--- config.mk ---
export PLATFORM = sky130hd
export DESIGN_NAME = aarm_cordic
export DESIGN_NICKNAME = d
export VERILOG_FILES = /design/src/hdl/aarm_pkg.sv /design/src/hdl/aarm_cordic.sv
export SDC_FILE = /design/constraint.sdc
export NUM_CORES = 2
export LEC_CHECK = 0
export BUFFER_PORTS_ARGS = -buffer_cell sky130_fd_sc_hd__buf_2
export CORE_ASPECT_RATIO = 1.2
export CORE_MARGIN = 2
export CORE_UTILIZATION = 50
export DETAILED_ROUTE_END_ITERATION = 10
export PLACE_DENSITY = 0.66
export REMOVE_ABC_BUFFERS = 1
export SETUP_SLACK_MARGIN = 0.05
export SLEW_MARGIN = 40
export SYNTH_ARGS = -nofsm -noshare
export SYNTH_HDL_FRONTEND = slang
export SYNTH_SLANG_ARGS = --single-unit
--- constraint.sdc ---
create_clock -name clk -period 4.95 [get_ports clk]
set_clock_uncertainty 0.15 [all_clocks]
set_input_delay 0.99 -clock clk [delete_from_list [all_inputs] [get_ports clk]]
set_output_delay 0.99 -clock clk [all_outputs]
set_load 0.03 [all_outputs]
--- src/hdl/aarm_pkg.sv ---
// Package with the constants, types and helpers of the axis-angle rotation matrix unit.
`timescale 1ns / 1ps
package aarm_pkg;

  localparam int CORDIC_STEPS  = 14;
  localparam int FRACTION_BITS = 14;
  localparam int ATAN_ENTRIES  = 24;
  localparam int STEPS = (CORDIC_STEPS > ATAN_ENTRIES) ? ATAN_ENTRIES : CORDIC_STEPS;
  // Working word: three integer bits, sign, fraction, one guard bit for the CORDIC growth.
  localparam int WW = FRACTION_BITS + 5;
  localparam int SW = (STEPS > 1) ? $clog2(STEPS) : 1;

  localparam longint Q30_PI      = 64'sd3373259426;
  localparam longint Q30_HALF_PI = 64'sd1686629713;
  localparam longint Q30_GAIN    = 64'sd652032874;

  typedef logic signed [WW-1:0] work_t;
  typedef logic signed [15:0]   q14_t;

  // Rounds a non-negative Q30 constant to the working fraction, half up.
  function automatic work_t q30_to_work(input longint t);
    longint r;
    if (FRACTION_BITS >= 30) r = t <<< (FRACTION_BITS - 30);
    else r = (t + (64'sd1 <<< (29 - FRACTION_BITS))) >>> (30 - FRACTION_BITS);
    return work_t'(r);
  endfunction

  function automatic work_t atan_work(input int i);
    longint t;
    case (i)
      0: t = 843314856;   1: t = 497837829;   2: t = 263043836;   3: t = 133525158;
      4: t = 66987894;    5: t = 33542491;    6: t = 16776874;    7: t = 8388437;
      8: t = 4194282;     9: t = 2097149;     10: t = 1048575;    11: t = 524287;
      12: t = 262143;     13: t = 131071;     14: t = 65535;      15: t = 32767;
      16: t = 16383;      17: t = 8191;       18: t = 4095;       19: t = 2047;
      20: t = 1023;       21: t = 511;        22: t = 255;        default: t = 127;
    endcase
    return q30_to_work(t);
  endfunction

  // One word of the CORDIC pipeline.
  typedef struct packed {
    logic  vld;
    logic  flip;
    work_t x;
    work_t y;
    work_t z;
    q14_t  ax;
    q14_t  ay;
    q14_t  az;
  } cord_t;

endpackage

--- src/hdl/aarm_cordic.sv ---
// Pipelined rotation-mode CORDIC giving cosine and sine, one stage per iteration.
`timescale 1ns / 1ps
module aarm_cordic import aarm_pkg::*; (
  input  logic  clk,
  input  logic  rst_n,
  input  cord_t in_word,
  output cord_t out_word
);

  cord_t stage_r [STEPS+1];
  cord_t stage_nxt [STEPS+1];

  // Quadrant fold at stage entry.
  always_comb begin
    work_t zin;
    stage_nxt[0] = in_word;
    zin = in_word.z;
    stage_nxt[0].flip = 1'b0;
    stage_nxt[0].x = q30_to_work(Q30_GAIN);
    stage_nxt[0].y = '0;
    if (zin > q30_to_work(Q30_HALF_PI)) begin
      stage_nxt[0].z = zin - q30_to_work(Q30_PI);
      stage_nxt[0].flip = 1'b1;
    end else if (zin < -q30_to_work(Q30_HALF_PI)) begin
      stage_nxt[0].z = zin + q30_to_work(Q30_PI);
      stage_nxt[0].flip = 1'b1;
    end
  end

  // One micro-rotation per stage.
  for (genvar i = 0; i < STEPS; i++) begin : g_step
    always_comb begin
      work_t dx;
      work_t dy;
      dx = stage_r[i].y >>> i;
      dy = stage_r[i].x >>> i;
      stage_nxt[i+1] = stage_r[i];
      if (!stage_r[i].z[WW-1]) begin
        stage_nxt[i+1].x = stage_r[i].x - dx;
        stage_nxt[i+1].y = stage_r[i].y + dy;
        stage_nxt[i+1].z = stage_r[i].z - atan_work(i);
      end else begin
        stage_nxt[i+1].x = stage_r[i].x + dx;
        stage_nxt[i+1].y = stage_r[i].y - dy;
        stage_nxt[i+1].z = stage_r[i].z + atan_work(i);
      end
    end
  end

  for (genvar i = 0; i <= STEPS; i++) begin : g_reg
    always_ff @(posedge clk) begin
      if (!rst_n) stage_r[i] <= '0;
      else stage_r[i] <= stage_nxt[i];
    end
  end

  // Undo the fold on the way out.
  always_comb begin
    out_word = stage_r[STEPS];
    if (stage_r[STEPS].flip) begin
      out_word.x = -stage_r[STEPS].x;
      out_word.y = -stage_r[STEPS].y;
    end
  end

endmodule

==> results.toml <==
[detailed_routing]
drt_iter0_markers = 2528
drtPass1Iterations = 7
wl_per_cell_um = 15.57
ant_nets = 0
vias_per_cell = 5.386
finalWirelength_um = 166100
vias = 57460
drc_errors = 0

[synth]
ys_types = 93
ys.flop_type = "dfxtp_1"
yosysSeqAreaShare = 0.3962
netlist_area_mm2 = 0.07741
yosys.area.top_type = "dfxtp_1"
ys_ff_latch = 1532
synth_warnings = 0
netlist.area_leader.share = 0.3962
synth.area.top_cells = "dfxtp_1 40%, ha_1 11%, and2_1 7.3%"
postSynthCellCount = 8498
synth_area_per_cell_um2 = 9.109
async_flop_share = 0
synth_edf_count = 0

[sta]
drv_slew = 0
worst_pin_slew_ns = 0.8701
rsz0062_at_grt = "false"
fin_setup_tns_ns = 0
hold_viol = 0
fin_crit_sh = 0.8399
fin_crit_ns = 4.158
hold_slack_ns = 0.2365
slew-limit-headroom = 0.4164
fmax_mhz = 240.5
setup_viol = 0
setup_ws_ns = 0.7924

[clocking]
holdBufCountCts = 0
clk_latency_ns = 0.81
htreeDepth = 4
cts.path.max_buffers = 3
cts_resized = 0
root_buffer = "clkbuf_16"
numCtsBuffers = 158
cts_tree = "done"
cts_sinks = 1532
cts_setup_buffers = 0
cts.clk_slew.worst_paths_ns = 0.06

[worst_hold_path]
hp-class = "primary input to flip-flop"
holdPathEnd = "stage_r[0][17]"
holdPathStages = 2
hp-start = "in_word[17]"

[outcome]
status = "finished, final reports clean"

[setup_path]
crit_type = "flip-flop to output port"
required_ns = 3.81
critPathArrivalTime_ns = 3.02
end_kind = "output port"
slowest_stage = "or4_1"
rr_endpoint = "stage_r[0][851]"
slowest_delay_ns = 0.49
cp-start-kind = "flip-flop"
r2r-start = "stage_r[0][717]"
crit_chain = "or4_1, or2_2, or2_2, o41ai_1, xnor2_1, buf_2"
crit_top_cell = "or2_2"
r2r_slack_ns = 0.85
cp_max_fo = 5
reg2reg_depth = 12

[placement]
io_buffers = 176
dp.cells = 10380
dp_slack_ns = 0.8756
place.gp.congestion = 0.9324
dp.final_hpwl_um = 123300

[grt]
grt-ovfl-total = 0
grt_antenna_before_repair = 1
grt_max_degree = 246
grt_pass1_wl_um = 274000
grt_pass1_vias = 56760
grt_usage = 0.2083

[floorplanning]
dieArea_mm2 = 0.1580
floorplan.initialDensity = 0.5020
coreArea_mm2 = 0.1542
die_y_um = 435.0
num_rows = 158
io_pins = 216
fp.dieW_um = 363.2

[final_layout]
fin_cells = 10670
largest_reg_flops = 1532
final_cell_mix = "1531 x dfxtp_1, 904 x and2_1, 864 x nor2_1"
regMostFlops = "stage_r"
top_regs = "stage_r: 1532 flops"
antennaDiodeCount = 0
syn_to_final_growth_pct = 10.35
drive_above_1_share = 0.06990
final_common_cell = "dfxtp_1"
layout.nets = 9390

[run]
drv_cap = 0
synthesized netlist by cell type, drive strengths merged, types with 32 or more instances:
cell type	count
dfxtp	1532
and2	904
nor2	864
ha	701
a21oi	539
xnor2	402
nand2	376
o21ai	339
xor2	285
clkbuf	265
a21o	262
inv	257
nor3	178
nand2b	172
mux2i	104
a31oi	94
o21a	94
buf	91
nand3	85
o21bai	82
nor2b	63
a211oi	62
o31ai	58
and3	54
nand4	50
nor3b	40
fa	39
nor4	38
or3	33
o211ai	32
worst max-delay path by stage:
| stage | cells after the start | slack [ns] | end | from |
|---|---|---|---|---|
| after detailed placement | 13 | 0.88 | stage_r[0][619] | stage_r[0][522] |
| final | 6 | 0.79 | out_word[100] | stage_r[1][731] |
| after global routing | 14 | 0.58 | stage_r[0][851] | stage_r[0][717] |
| after floorplan | 3 | -7.43 | stage_r[1][745] | rst_n |
| after CTS | 6 | 0.72 | out_word[100] | stage_r[1][731] |
| after global placement | 12 | 0.87 | stage_r[0][851] | stage_r[0][717] |
per-layer routing:
layer	GRT usage	up-vias	wire length, um
li1	-	29400	-
met1	0.2152	26690	65910
met2	0.3947	922	85520
met3	0.02953	446	4772
met4	0.1222	0	9910
met5	0	-	0
through the flow:
stage,util,cell area [um2]
6_report,0.5540,85420
5_1_grt,0.5540,85420
3_3_place_gp,0.5172,79750
4_1_cts,0.5538,85390
3_5_place_dp,0.5174,79780
2_1_floorplan,-,75750
layout make-up:
class	count	area (um2)
repair buffers	241	1504
inverters	260	983.4
multi-input cells	6348	44140
clock inverters	68	1045
well taps	2000	2502
fillers	13940	68780
clock buffers	220	4569
flip-flops and latches	1532	30670
logic make-up (layout without fill, tap and decap cells):
family          count (synthesis)  in the layout  share of synthesized area
mux                           133            133                    0.01767
xor+xnor                      687            687                    0.07783
buf+inv                       618            789                    0.03394
fa+ha+maj                     740            740                     0.1234
flops                        1532           1532                     0.3962
simple gates                 2961           2961                     0.1981
compound gates               1827           1827                     0.1528
critical path, delay by kind of cell, from the launching register on:
kind / cells / cell delay [ns]
compound gates: 1 / 0.31
xor+xnor: 1 / 0.17
buf+inv: 1 / 0.22
flops: 1 / 0.34
simple gates: 3 / 1.16
Power is left out: the tool's default activity adds up to more than one toggle a clock period on the data nets, which glitch-free logic cannot reach.
